--- config.mk ---
export PLATFORM = sky130hd
export DESIGN_NAME = fragment_reassembly_checker_unit
export DESIGN_NICKNAME = d
export VERILOG_FILES = /design/src/hw/rtl/frc_pkg.sv /design/src/hw/rtl/fragment_reassembly_checker_unit.sv /design/src/hw/rtl/frc_queue.sv /design/src/hw/rtl/frc_front.sv /design/src/hw/rtl/frc_back.sv
export SDC_FILE = /design/constraint.sdc
export NUM_CORES = 1
export LEC_CHECK = 0
export BUFFER_PORTS_ARGS = -buffer_cell sky130_fd_sc_hd__buf_2
export CORE_AREA = 2 2 218 220
export CTS_CLUSTER_DIAMETER = 30
export DETAILED_ROUTE_END_ITERATION = 8
export DIE_AREA = 0 0 220 222
export HOLD_SLACK_MARGIN = 0.1
export PLACE_DENSITY = 0.65
export SLEW_MARGIN = 20
export SYNTH_ARGS = -nofsm -noshare
export SYNTH_HDL_FRONTEND = slang
export SYNTH_SLANG_ARGS = --single-unit
--- constraint.sdc ---
create_clock -name clock -period 7.2 [get_ports clock]
set_input_delay 0.36 -clock clock [delete_from_list [all_inputs] [get_ports clock]]
set_output_delay 0.36 -clock clock [all_outputs]
set_load 0.03 [all_outputs]
--- src/hw/rtl/frc_pkg.sv ---
// Shared types, codes and defaults for the fragment reassembly checker.
`timescale 1ns / 1ps

package frc_pkg;

   localparam int HEADER_BYTES_DEFAULT = 8;
   localparam int QUEUE_DEPTH_DEFAULT  = 2;

   localparam logic [15:0] MIN_FRAGMENT_RESET = 16'h0000;
   localparam logic [15:0] MAX_FRAGMENT_RESET = 16'hFFFF;
   localparam logic [23:0] QUOTA_RESET        = 24'hFFFFFF;

   localparam int CSR_INDEX_W = 2;
   typedef enum logic [CSR_INDEX_W-1:0] {
      CSR_MIN_FRAGMENT = 2'd0,
      CSR_MAX_FRAGMENT = 2'd1,
      CSR_QUOTA        = 2'd2
   } csr_index_type;

   typedef enum logic [3:0] {
      ST_DONE      = 4'd0,
      ST_HELD      = 4'd1,
      ST_NO_HEADER = 4'd2,
      ST_TOO_BIG   = 4'd3,
      ST_NO_SPACE  = 4'd4,
      ST_BAD_COUNT = 4'd5,
      ST_BAD_FIRST = 4'd6,
      ST_TOO_SMALL = 4'd7,
      ST_MISMATCH  = 4'd8,
      ST_BAD_INDEX = 4'd9
   } status_type;

   typedef struct packed {
      logic [15:0] frag_bytes;
      logic [15:0] msg_id;
      logic [7:0]  total_frags;
      logic [7:0]  frag_index;
   } req_type;

   typedef struct packed {
      logic [3:0]  status;
      logic [23:0] message_bytes;
      logic [8:0]  message_frags;
   } rsp_type;

   typedef struct packed {
      logic [15:0] min_fragment_bytes;
      logic [15:0] max_fragment_bytes;
      logic [23:0] quota_bytes;
   } cfg_type;

   // stateless verdicts worked out by the front end
   typedef struct packed {
      logic header_short;
      logic too_big;
      logic total_zero;
      logic total_one;
      logic index_zero;
      logic too_small;
      logic index_last;
   } flags_type;

   typedef struct packed {
      req_type   req;
      flags_type flags;
   } class_type;

endpackage

--- src/hw/rtl/fragment_reassembly_checker_unit.sv ---
// Top level of the fragment reassembly checker: CSRs, front end, queues, back end.
`timescale 1ns / 1ps
// Path: an accepted request is registered in the work queue, judged by the back
// end as it is pushed into the response queue, and popped from there.
// Throughput: one request per cycle while the response queue has room; the
// back end's held-message registers, read and updated in the same cycle, set it.
// Reset (synchronous): partial message cleared, both queues emptied, CSRs
// back to min 0, max 65535, quota 16777215.

module fragment_reassembly_checker_unit #(
   parameter int HEADER_BYTES = frc_pkg::HEADER_BYTES_DEFAULT,
   parameter int QUEUE_DEPTH  = frc_pkg::QUEUE_DEPTH_DEFAULT
) (
   input  logic                            clock,
   input  logic                            reset,
   // request side
   input  logic                            req_push,
   input  frc_pkg::req_type                req_data,
   output logic                            req_full,
   // response side
   output logic                            rsp_empty,
   output frc_pkg::rsp_type                rsp_data,
   input  logic                            rsp_pop,
   // CSR write channel
   input  logic                            csr_valid,
   output logic                            csr_ready,
   input  logic [frc_pkg::CSR_INDEX_W-1:0] csr_index,
   input  logic [23:0]                     csr_data
);

   localparam int CLASS_W = $bits(frc_pkg::class_type);
   localparam int RSP_W   = $bits(frc_pkg::rsp_type);

   // CSRs; always ready; writes must only arrive while idle, the block does not enforce it
   frc_pkg::cfg_type cfg_ff, cfg_in;

   assign csr_ready = 1'b1;

   always_comb begin
      cfg_in = cfg_ff;
      if (csr_valid && csr_ready) begin
         case (frc_pkg::csr_index_type'(csr_index))
            frc_pkg::CSR_MIN_FRAGMENT: cfg_in.min_fragment_bytes = csr_data[15:0];
            frc_pkg::CSR_MAX_FRAGMENT: cfg_in.max_fragment_bytes = csr_data[15:0];
            frc_pkg::CSR_QUOTA:        cfg_in.quota_bytes        = csr_data;
            default:                   cfg_in = cfg_ff;   // unmapped index ignored
         endcase
      end
   end

   always_ff @(posedge clock) begin
      if (reset) begin
         cfg_ff.min_fragment_bytes <= frc_pkg::MIN_FRAGMENT_RESET;
         cfg_ff.max_fragment_bytes <= frc_pkg::MAX_FRAGMENT_RESET;
         cfg_ff.quota_bytes        <= frc_pkg::QUOTA_RESET;
      end else begin
         cfg_ff <= cfg_in;
      end
   end

   // front end: stateless checks, result goes into the work queue
   frc_pkg::class_type classified;
   frc_pkg::class_type work_item;
   logic               work_empty;
   logic               work_full;
   logic               back_go;

   frc_front #(
      .HEADER_BYTES (HEADER_BYTES)
   ) u_front (
      .req        (req_data),
      .cfg        (cfg_ff),
      .classified (classified)
   );

   assign req_full = work_full;

   frc_queue #(
      .WIDTH (CLASS_W),
      .DEPTH (QUEUE_DEPTH)
   ) u_work_queue (
      .clock     (clock),
      .reset     (reset),
      .push      (req_push),
      .push_data (classified),
      .full      (work_full),
      .pop       (back_go),
      .pop_data  (work_item),
      .empty     (work_empty)
   );

   // back end: runs whenever a request waits and the response queue has room
   frc_pkg::rsp_type back_rsp;
   logic             out_full;

   assign back_go = !work_empty && !out_full;

   frc_back u_back (
      .clock       (clock),
      .reset       (reset),
      .valid       (back_go),
      .item        (work_item),
      .quota_bytes (cfg_ff.quota_bytes),
      .rsp         (back_rsp)
   );

   frc_queue #(
      .WIDTH (RSP_W),
      .DEPTH (QUEUE_DEPTH)
   ) u_rsp_queue (
      .clock     (clock),
      .reset     (reset),
      .push      (back_go),
      .push_data (back_rsp),
      .full      (out_full),
      .pop       (rsp_pop),
      .pop_data  (rsp_data),
      .empty     (rsp_empty)
   );

   // checks
   a_accept_lands : assert property (@(posedge clock) disable iff (reset)
      (req_push && !req_full) |=> !work_empty)
      else $error("accepted request did not reach the work queue");

   a_done_counts : assert property (@(posedge clock) disable iff (reset)
      (back_go && back_rsp.status == frc_pkg::ST_DONE) |-> (back_rsp.message_frags != 9'd0))
      else $error("completed message reported with no fragments");

   a_zero_unless_done : assert property (@(posedge clock) disable iff (reset)
      (!rsp_empty && rsp_data.status != frc_pkg::ST_DONE)
         |-> (rsp_data.message_bytes == 24'd0 && rsp_data.message_frags == 9'd0))
      else $error("non-completion response carries message totals");

   a_reset_empty : assert property (@(posedge clock)
      $past(reset) |-> (rsp_empty && !req_full))
      else $error("queues not empty after reset");

endmodule

--- src/hw/rtl/frc_queue.sv ---
// Small register queue used between stages and on the response side.
`timescale 1ns / 1ps

module frc_queue #(
   parameter int WIDTH = 8,
   parameter int DEPTH = 2
) (
   input  logic             clock,
   input  logic             reset,
   input  logic             push,
   input  logic [WIDTH-1:0] push_data,
   output logic             full,
   input  logic             pop,
   output logic [WIDTH-1:0] pop_data,
   output logic             empty
);

   localparam int PTR_W = (DEPTH > 1) ? $clog2(DEPTH) : 1;
   localparam int CNT_W = $clog2(DEPTH + 1);

   logic [WIDTH-1:0] store_ff [DEPTH];
   logic [PTR_W-1:0] wr_ptr_ff, wr_ptr_in;
   logic [PTR_W-1:0] rd_ptr_ff, rd_ptr_in;
   logic [CNT_W-1:0] count_ff, count_in;
   logic             do_push, do_pop;

   assign full     = (count_ff == CNT_W'(DEPTH));
   assign empty    = (count_ff == '0);
   assign do_push  = push && !full;
   assign do_pop   = pop && !empty;
   assign pop_data = store_ff[rd_ptr_ff];

   always_comb begin
      wr_ptr_in = wr_ptr_ff;
      rd_ptr_in = rd_ptr_ff;
      count_in  = count_ff;
      if (do_push) begin
         wr_ptr_in = (wr_ptr_ff == PTR_W'(DEPTH - 1)) ? '0 : wr_ptr_ff + 1'b1;
      end
      if (do_pop) begin
         rd_ptr_in = (rd_ptr_ff == PTR_W'(DEPTH - 1)) ? '0 : rd_ptr_ff + 1'b1;
      end
      if (do_push && !do_pop) begin
         count_in = count_ff + 1'b1;
      end else if (do_pop && !do_push) begin
         count_in = count_ff - 1'b1;
      end
   end

   always_ff @(posedge clock) begin
      if (reset) begin
         wr_ptr_ff <= '0;
         rd_ptr_ff <= '0;
         count_ff  <= '0;
      end else begin
         wr_ptr_ff <= wr_ptr_in;
         rd_ptr_ff <= rd_ptr_in;
         count_ff  <= count_in;
      end
   end

   always_ff @(posedge clock) begin
      if (do_push) begin
         store_ff[wr_ptr_ff] <= push_data;
      end
   end

endmodule

--- src/hw/rtl/frc_front.sv ---
// Front end: classifies each request against header and size limits and flags its fragment count and index.
`timescale 1ns / 1ps

module frc_front #(
   parameter int HEADER_BYTES = frc_pkg::HEADER_BYTES_DEFAULT
) (
   input  frc_pkg::req_type   req,
   input  frc_pkg::cfg_type   cfg,
   output frc_pkg::class_type classified
);

   always_comb begin
      classified.req                = req;
      classified.flags.header_short = (req.frag_bytes < 16'(HEADER_BYTES));
      classified.flags.too_big      = (req.frag_bytes > cfg.max_fragment_bytes);
      classified.flags.total_zero   = (req.total_frags == 8'd0);
      classified.flags.total_one    = (req.total_frags == 8'd1);
      classified.flags.index_zero   = (req.frag_index == 8'd0);
      classified.flags.too_small    = (req.frag_bytes < cfg.min_fragment_bytes);
      classified.flags.index_last   = (req.frag_index == req.total_frags - 8'd1);
   end

endmodule

--- src/hw/rtl/frc_back.sv ---
// Back end: holds the partial message and decides each fragment's outcome.
`timescale 1ns / 1ps

module frc_back (
   input  logic               clock,
   input  logic               reset,
   input  logic               valid,
   input  frc_pkg::class_type item,
   input  logic [23:0]        quota_bytes,
   output frc_pkg::rsp_type   rsp
);

   logic [15:0] held_msg_id_ff, held_msg_id_in;
   logic [7:0]  held_total_ff, held_total_in;
   logic [7:0]  held_last_index_ff, held_last_index_in;
   logic [8:0]  held_count_ff, held_count_in;
   logic [23:0] held_bytes_ff, held_bytes_in;

   logic        same_msg;
   logic [8:0]  base_count;
   logic [23:0] base_bytes;
   logic [24:0] quota_sum;
   logic [8:0]  next_index;
   logic [8:0]  sum_count;
   logic [23:0] sum_bytes;
   logic        do_append, do_clear;
   frc_pkg::status_type status;

   assign quota_sum  = {1'b0, held_bytes_ff} + 25'(item.req.frag_bytes);
   assign same_msg   = (held_count_ff != 9'd0) && (held_msg_id_ff == item.req.msg_id);
   // a changed id drops the partial message before the sequence checks
   assign base_count = same_msg ? held_count_ff : 9'd0;
   assign base_bytes = same_msg ? held_bytes_ff : 24'd0;
   assign next_index = {1'b0, held_last_index_ff} + 9'd1;
   assign sum_count  = base_count + 9'd1;
   assign sum_bytes  = base_bytes + 24'(item.req.frag_bytes);

   always_comb begin
      status    = frc_pkg::ST_HELD;
      do_append = 1'b0;
      do_clear  = 1'b1;
      if (item.flags.header_short) begin
         status = frc_pkg::ST_NO_HEADER;
      end else if (item.flags.too_big) begin
         status = frc_pkg::ST_TOO_BIG;
      end else if (quota_sum > {1'b0, quota_bytes}) begin
         status = frc_pkg::ST_NO_SPACE;
      end else if (item.flags.total_zero) begin
         status = frc_pkg::ST_BAD_COUNT;
      end else if (item.flags.total_one) begin
         status = frc_pkg::ST_DONE;
      end else if (base_count == 9'd0) begin
         if (!item.flags.index_zero) begin
            status = frc_pkg::ST_BAD_FIRST;
         end else if (item.flags.too_small) begin
            status = frc_pkg::ST_TOO_SMALL;
         end else begin
            do_append = 1'b1;
            do_clear  = 1'b0;
         end
      end else if (held_total_ff != item.req.total_frags) begin
         status = frc_pkg::ST_MISMATCH;
      end else if ({1'b0, item.req.frag_index} != next_index) begin
         status = frc_pkg::ST_BAD_INDEX;
      end else if (item.flags.index_last) begin
         status = frc_pkg::ST_DONE;
      end else if (item.flags.too_small) begin
         status = frc_pkg::ST_TOO_SMALL;
      end else begin
         do_append = 1'b1;
         do_clear  = 1'b0;
      end
   end

   always_comb begin
      rsp.status        = status;
      rsp.message_bytes = 24'd0;
      rsp.message_frags = 9'd0;
      if (status == frc_pkg::ST_DONE) begin
         rsp.message_bytes = sum_bytes;
         rsp.message_frags = sum_count;
      end
   end

   always_comb begin
      held_msg_id_in     = held_msg_id_ff;
      held_total_in      = held_total_ff;
      held_last_index_in = held_last_index_ff;
      held_count_in      = held_count_ff;
      held_bytes_in      = held_bytes_ff;
      if (valid) begin
         if (do_append) begin
            held_msg_id_in     = item.req.msg_id;
            held_total_in      = item.req.total_frags;
            held_last_index_in = item.req.frag_index;
            held_count_in      = sum_count;
            held_bytes_in      = sum_bytes;
         end else if (do_clear) begin
            held_msg_id_in     = 16'd0;
            held_total_in      = 8'd0;
            held_last_index_in = 8'd0;
            held_count_in      = 9'd0;
            held_bytes_in      = 24'd0;
         end
      end
   end

   always_ff @(posedge clock) begin
      if (reset) begin
         held_msg_id_ff     <= 16'd0;
         held_total_ff      <= 8'd0;
         held_last_index_ff <= 8'd0;
         held_count_ff      <= 9'd0;
         held_bytes_ff      <= 24'd0;
      end else begin
         held_msg_id_ff     <= held_msg_id_in;
         held_total_ff      <= held_total_in;
         held_last_index_ff <= held_last_index_in;
         held_count_ff      <= held_count_in;
         held_bytes_ff      <= held_bytes_in;
      end
   end

endmodule

== Word level (Yosys, flattened, before mapping) ==
Memories as Yosys holds them, arrays and structs flattened. A register that Yosys moved wholly into a read port is not among the register bits.
Cells that the tools add are included.

* Reductions and logical operators: 33
* Multiplexer cells: 61
* Order comparisons: 4
* Add/sub/neg operators: 13
* Eq/ne operators: 9

{| class="wikitable"
|+ Operators with widths
! kind !! number
|-
| 24-bit 2-to-1 mux || 3
|-
| 4-bit 2-to-1 mux || 9
|-
| 1-bit 2-to-1 mux || 34
|-
| 33-bit 2-to-1 mux || 1
|-
| 16-bit 2-to-1 mux || 2
|-
| 9-bit 2-to-1 mux || 3
|-
| 24-bit by 16-bit adder with 25-bit output || 1
|-
| 25-bit by 24-bit > comparator with 1-bit output || 1
|-
| 24-bit by 16-bit adder with 24-bit output || 1
|-
| 8-bit 2-to-1 mux || 3
|-
| 16-bit equality test || 1
|-
| 16-bit > comparator || 1
|-
| 8-bit logical NOT || 2
|-
| 16-bit less-than comparator || 1
|-
| 16-bit by 4-bit less-than comparator with 1-bit output (second input constant) || 1
|-
| 1-bit logical AND || 10
|-
| 8-bit by 1-bit adder with 9-bit output (second input constant) || 1
|-
| 9-bit by 1-bit adder with 9-bit output (second input constant) || 1
|-
| 9-bit logical NOT || 1
|-
| 8-bit by 9-bit != test with 1-bit output || 1
|-
| 9-bit nonzero test || 1
|-
| 8-bit by 1-bit equality test with 1-bit output (second input constant) || 1
|-
| 8-bit equality test || 1
|-
| 1-bit logical NOT || 8
|-
| 13 further kinds || 31
|}

* Output and inout bits: 40
* Input bits: 79
* Word-level logic and storage cells: 136
* Register bits: 129
* RAM bits: 184
* Memories kept: 2

{| class="wikitable"
|+ Memory list
! name !! words !! bits a word !! read ports !! clocked after memory_dff !! write ports !! RTL line !! source
|-
| u_work_queue.store_ff || 2 || 55 || 1 || 1 || 1 || frc_queue.sv:21 || <nowiki>logic [WIDTH-1:0] store_ff [DEPTH];</nowiki>
|-
| u_rsp_queue.store_ff || 2 || 37 || 1 || 1 || 1 || frc_queue.sv:21 ||
|}

== Longest topological paths before layout ==
* Depth in word-level cells: 12
* Mapped depth: 32
* Depth with buffers taken out: 24

== Cells and area by module ==
From an unflattened synthesis, not the netlist that was laid out.

* Cell total of the unflattened synthesis: 1588
* Area, all modules: 17017.6 um2

{| class="wikitable"
|+ By module, submodules not included
! module !! instances !! area an instance (um2) !! cells an instance
|-
| frc_back || 1 || 6190.9 || 814
|-
| frc_queue (u_work_queue) || 1 || 4182.8 || 196
|-
| frc_queue (u_rsp_queue) || 1 || 2884.0 || 140
|-
| fragment_reassembly_checker_unit || 1 || 2296.0 || 232
|-
| frc_front || 1 || 1463.9 || 206
|}

== Worst setup path after synthesis ==
No wires, ideal clock.

* Path kind: register to register
* From: register with a tool-made name
* To: register u_back.held_bytes_ff[21]
* Arrival: 6.917 ns
* Data required time: 7.142 ns
* Library setup time: 0.058 ns
* Stages on the path, launching flop included: 32
* Setup slack: 0.226 ns
* Buffers on the path: 7
* Cell sequence: dfxtp_1 > buf_6 > buf_6 > buf_2 > clkbuf_1 > clkbuf_1 > buf_1 > mux2i_1 > inv_1 > ha_1 > a21o_1 > a21o_1 > a211o_1 > nand4_1 > a21oi_1 > o31a_1 > o21a_1 > o41a_1 > nand2_1 > xnor2_1 > ha_1 > nand2_1 > o21ai_0 > a2111oi_0 > o211ai_1 > o211ai_1 > nor3b_1 > and3_1 > buf_4 > nand3_4 > or3b_1 > a21bo_1

{| class="wikitable"
|+ RTL lines
! element !! RTL line !! source
|-
| end signal: assignment || frc_back.sv:120 || <nowiki>held_bytes_ff <= held_bytes_in;</nowiki>
|-
| end: declaration || frc_back.sv:17 || <nowiki>logic [23:0] held_bytes_ff, held_bytes_in;</nowiki>
|}

==> impl_metrics.env <==
export IMPL_vias=12005
export IMPL_cts_clk_slew_worst_paths_ns=0.05
export IMPL_first_global_vias=11840
export IMPL_synth_area_um2=16100
export IMPL_ys_seq_area_share_pct=50.6
export IMPL_wl_um=39200
export IMPL_tightest_slew_ns=1.06
export IMPL_root_buffer="clkbuf_16"
export IMPL_ys_flop_type="edfxtp_1"
export IMPL_drive_gt1_share_pct=17.8
export IMPL_yosysWarnings=0
export IMPL_initial_utilization_pct=34.8
export IMPL_async_flop_share_pct=0
export IMPL_slowest_delay_ns=0.54
export IMPL_dr_max_layer_used="met4"
export IMPL_port_buffers=117
export IMPL_power_frac_comb_pct=25.0
export IMPL_slew_headroom_pct=29.3
export IMPL_fillers=4306
export IMPL_cpMaxStageDelayCell="a2111oi_0"
export IMPL_swShare_pct=31.2
export IMPL_drv_cap=0
export IMPL_holdCritPathClass="input port to flip-flop"
export IMPL_setup_ws_ns=0.610
export IMPL_tritoncts="done"
export IMPL_die_area_um2=48800
export IMPL_fmax_mhz=152
export IMPL_power_leakage_nw=8.32
export IMPL_pin_count=119
export IMPL_regArea_um2=8150
export IMPL_post_route_drc_count=0
export IMPL_grt_overflow=0
export IMPL_finalHoldViolations=0
export IMPL_rsz0062_at_grt="no"
export IMPL_end_kind="flip-flop"
export IMPL_status="finished clean"
export IMPL_grt_max_degree=100
export IMPL_path_class="flip-flop to flip-flop"
export IMPL_dp_hpwl_um=27300
export IMPL_cts_sinks=315
export IMPL_synth_edff_count=184
export IMPL_seq_power_share_pct=31.6
export IMPL_die_h_um=222
export IMPL_drt_met1_wl_um=18300
export IMPL_yosys_register_bits=315
export IMPL_drtIter0Drc=867
export IMPL_fin_skew_ns=0.0202
export IMPL_slew_viol_final=0
export IMPL_dr_pass1_iters=5
export IMPL_setup_violations_final=0
export IMPL_h_tree_depth=3
export IMPL_avgRoutedWirePerCell_um=16.3
export IMPL_synth_avg_cell_area_um2=10.5
export IMPL_powerDensity_nw_per_um2=362
export IMPL_num_antenna_cells=0
export IMPL_grt_usage_pct=16.0
export IMPL_wl_met3_um=1970
export IMPL_antenna_found_initial=0
export IMPL_instances_no_fill=2404
export IMPL_power_net_switching_w=0.00231
export IMPL_numCtsBuffers=67
export IMPL_clk_path_buf_depth=3
export IMPL_routabilityCongestion=0.906
export IMPL_grt_pass1_wl_um=62300
export IMPL_ant_nets=0
export IMPL_placed_cells=2208
export IMPL_cp_required_ns=7.72
export IMPL_min_period_ns=6.59
export IMPL_clock_latency_ns=0.57
export IMPL_post_place_ws_ns=0.602
export IMPL_viasPerCell=4.99
export IMPL_cp_common_cell="o21ai_0"
export IMPL_postLayoutCellArea_um2=20400
export IMPL_path_cells="mux2_2, ha_1, inv_1, fa_1, nor2b_1, o31a_1, o31a_1, o21ai_0, buf_4, nand2b_1, o21ai_0, nand3_1, xnor2_1, ha_1, a21oi_1, o21ai_0, a2111oi_0, o211ai_1, o211ai_1, nor3b_1, and3_1, nand3_4, or3b_1, a21bo_1"
export IMPL_arrival_ns=7.11
export IMPL_core_um2=46300
export IMPL_ir_worst_vdd_mv=0.217
export IMPL_ys_types=72
export IMPL_synthesis_nets=1716
export IMPL_p_int_w=0.00509
export IMPL_period_share_pct=91.5
export IMPL_rows=79
export IMPL_post_synth_inst_count=1541
export IMPL_syn2layout_area_growth_pct=26.9
export IMPL_route_met2_wl_um=17800
export IMPL_postPlaceCellArea_um2=17300
export IMPL_multi_input_area_um2=7390
export IMPL_startpoint_type="flip-flop"
export IMPL_die_w_um=220
export IMPL_nNetsFinal=1918
export IMPL_cp_max_fo=14
export IMPL_p_clk_share_pct=43.4
export IMPL_timing_setup_tns_ns=0
==> worst max-delay path, delay by kind of cell, from the launching register on <==
kind / cells / cell delay [ns]
compound gates: 10 / 2.39
xor+xnor: 1 / 0.17
fa+ha+maj: 3 / 0.86
buf+inv: 2 / 0.22
flops: 1 / 0.52
mux: 1 / 0.26
simple gates: 7 / 2.13
==> Yosys cell counts (all sizes together) (3+ instances only) <==
cell type / number / area (um^2)
a31oi: 5 / 31.3
a2111oi: 3 / 26.3
o22ai: 5 / 31.3
edfxtp: 184 / 5530
a21oi: 69 / 345
nor4: 12 / 93.8
o31a: 4 / 35.0
o21a: 14 / 105
mux2i: 41 / 422
ha: 94 / 1180
nor2b: 11 / 68.8
or4: 4 / 30.0
inv: 83 / 312
nand4: 25 / 156
and3: 20 / 125
a21o: 20 / 150
nand2: 133 / 499
a211oi: 8 / 60.1
nor3b: 4 / 30.0
o31ai: 7 / 57.6
o211ai: 4 / 30.0
and2: 17 / 106
buf: 21 / 118
nor3: 32 / 160
o21ai: 45 / 225
a211o: 16 / 140
dfxtp: 131 / 2620
a22oi: 42 / 315
mux2: 53 / 597
or3: 10 / 62.6
xor2: 40 / 350
nand3: 28 / 153
xnor2: 58 / 508
nand2b: 12 / 75.1
nand3b: 28 / 210
clkbuf: 49 / 184
nor2: 174 / 653
o21bai: 4 / 30.0
==> routing by layer <==
| metal | track usage (%) | up-vias |
|---|---|---|
| met1 | 21.8 | 5693 |
| met2 | 24.9 | 301 |
| met3 | 3.21 | 69 |
| li1 | - | 5942 |
| met5 | 0 | - |
| met4 | 6.13 | 0 |
==> power by group through the flow <==
stage	Sequential, W	Combinational, W	Clock [W]
global route	0.00237	0.00201	0.00336
global placement	0.00237	0.00178	0
finish	0.00234	0.00185	0.00321
detailed placement	0.00238	0.00181	0
floorplan	0.00235	0.00133	0
CTS	0.00234	0.00185	0.00326
==> area by class of cell <==
type	instances	share of cell area [%]
Multi-Input combinational cell	1072	36.1
Tap cell	607	3.71
Inverter	84	1.54
Timing Repair Buffer	203	7.04
Clock buffer	79	8.98
Sequential cell	315	39.9
Clock inverter	44	2.74
==> flip-flops by register name, summed over array words and instances, names as in the netlist, named ones only <==
signal and cells:
cfg_ff 56, u_back.held_msg_id_ff 16, u_back.held_total_ff 8, u_rsp_queue.rd_ptr_ff 1, u_work_queue.rd_ptr_ff 1, u_work_queue.count_ff 2, u_work_queue.wr_ptr_ff 1, u_rsp_queue.store_ff 74
u_rsp_queue.count_ff 2, u_back.held_last_index_ff 8, u_back.held_bytes_ff 24, u_back.held_count_ff 9, u_rsp_queue.wr_ptr_ff 1, u_work_queue.store_ff 110
==> through the flow <==
step | util (%) | hold slack [ns] | total power, W
finish | 44.2 | 0.192 | 0.00740
detailed placement | 37.4 | 0.446 | 0.00418
floorplan | - | 0.436 | 0.00368
global route | 44.2 | 0.196 | 0.00774
global placement | 37.4 | 0.442 | 0.00415
CTS | 44.2 | 0.168 | 0.00746
==> cells by family (layout without fill, tap and decap cells) <==
group,Yosys count,count (layout),synth area share [%]
flip-flops,315,315,50.6
buffers and inverters,154,410,3.83
other,1,1,0.0233
AO/OA/AOI/OAI,264,264,10.8
XOR/XNOR,98,98,5.33
adder cells (fa/ha/maj),96,96,7.55
AND/OR/NAND/NOR,519,519,15.5
multiplexers,94,94,6.32
==> layout by cell type, fill, tap and decap left out, types with 28 or more instances in the layout <==
| master | count |
|---|---|
| ha_1 | 94 |
| o21ai_0 | 45 |
| dlygate4sd3_1 | 72 |
| nand3b_1 | 28 |
| clkbuf_16 | 71 |
| xor2_1 | 40 |
| nand2_1 | 133 |
| a22oi_1 | 42 |
| nor3_1 | 31 |
| inv_1 | 83 |
| a21oi_1 | 69 |
| dfxtp_1 | 130 |
| mux2i_1 | 38 |
| mux2_2 | 53 |
| nor2_1 | 172 |
| edfxtp_1 | 184 |
| buf_2 | 116 |
| xnor2_1 | 58 |
==> what timing repair did <==
action | CTS | global route
hold buffers | 72 | 0
gates resized for setup | 0 | 0
hold endpoints to repair | 152 | 0
buffers inserted | 0 | 0
==> path summary, 6_finish.rpt <==
kind	slack [ns]	start	endpoint	depth (start not counted)
setup / recovery	0.61	flip-flop	u_back.held_bytes_ff[21]	24
hold / removal	0.19	reset	u_back.held_msg_id_ff[7]	2
setup reg to reg	0.61	flip-flop	u_back.held_bytes_ff[21]	24
hold reg to reg	0.45	cfg_ff[50]	cfg_ff[50]	2
No activity file was read; power rests on OpenSTA's default activity.
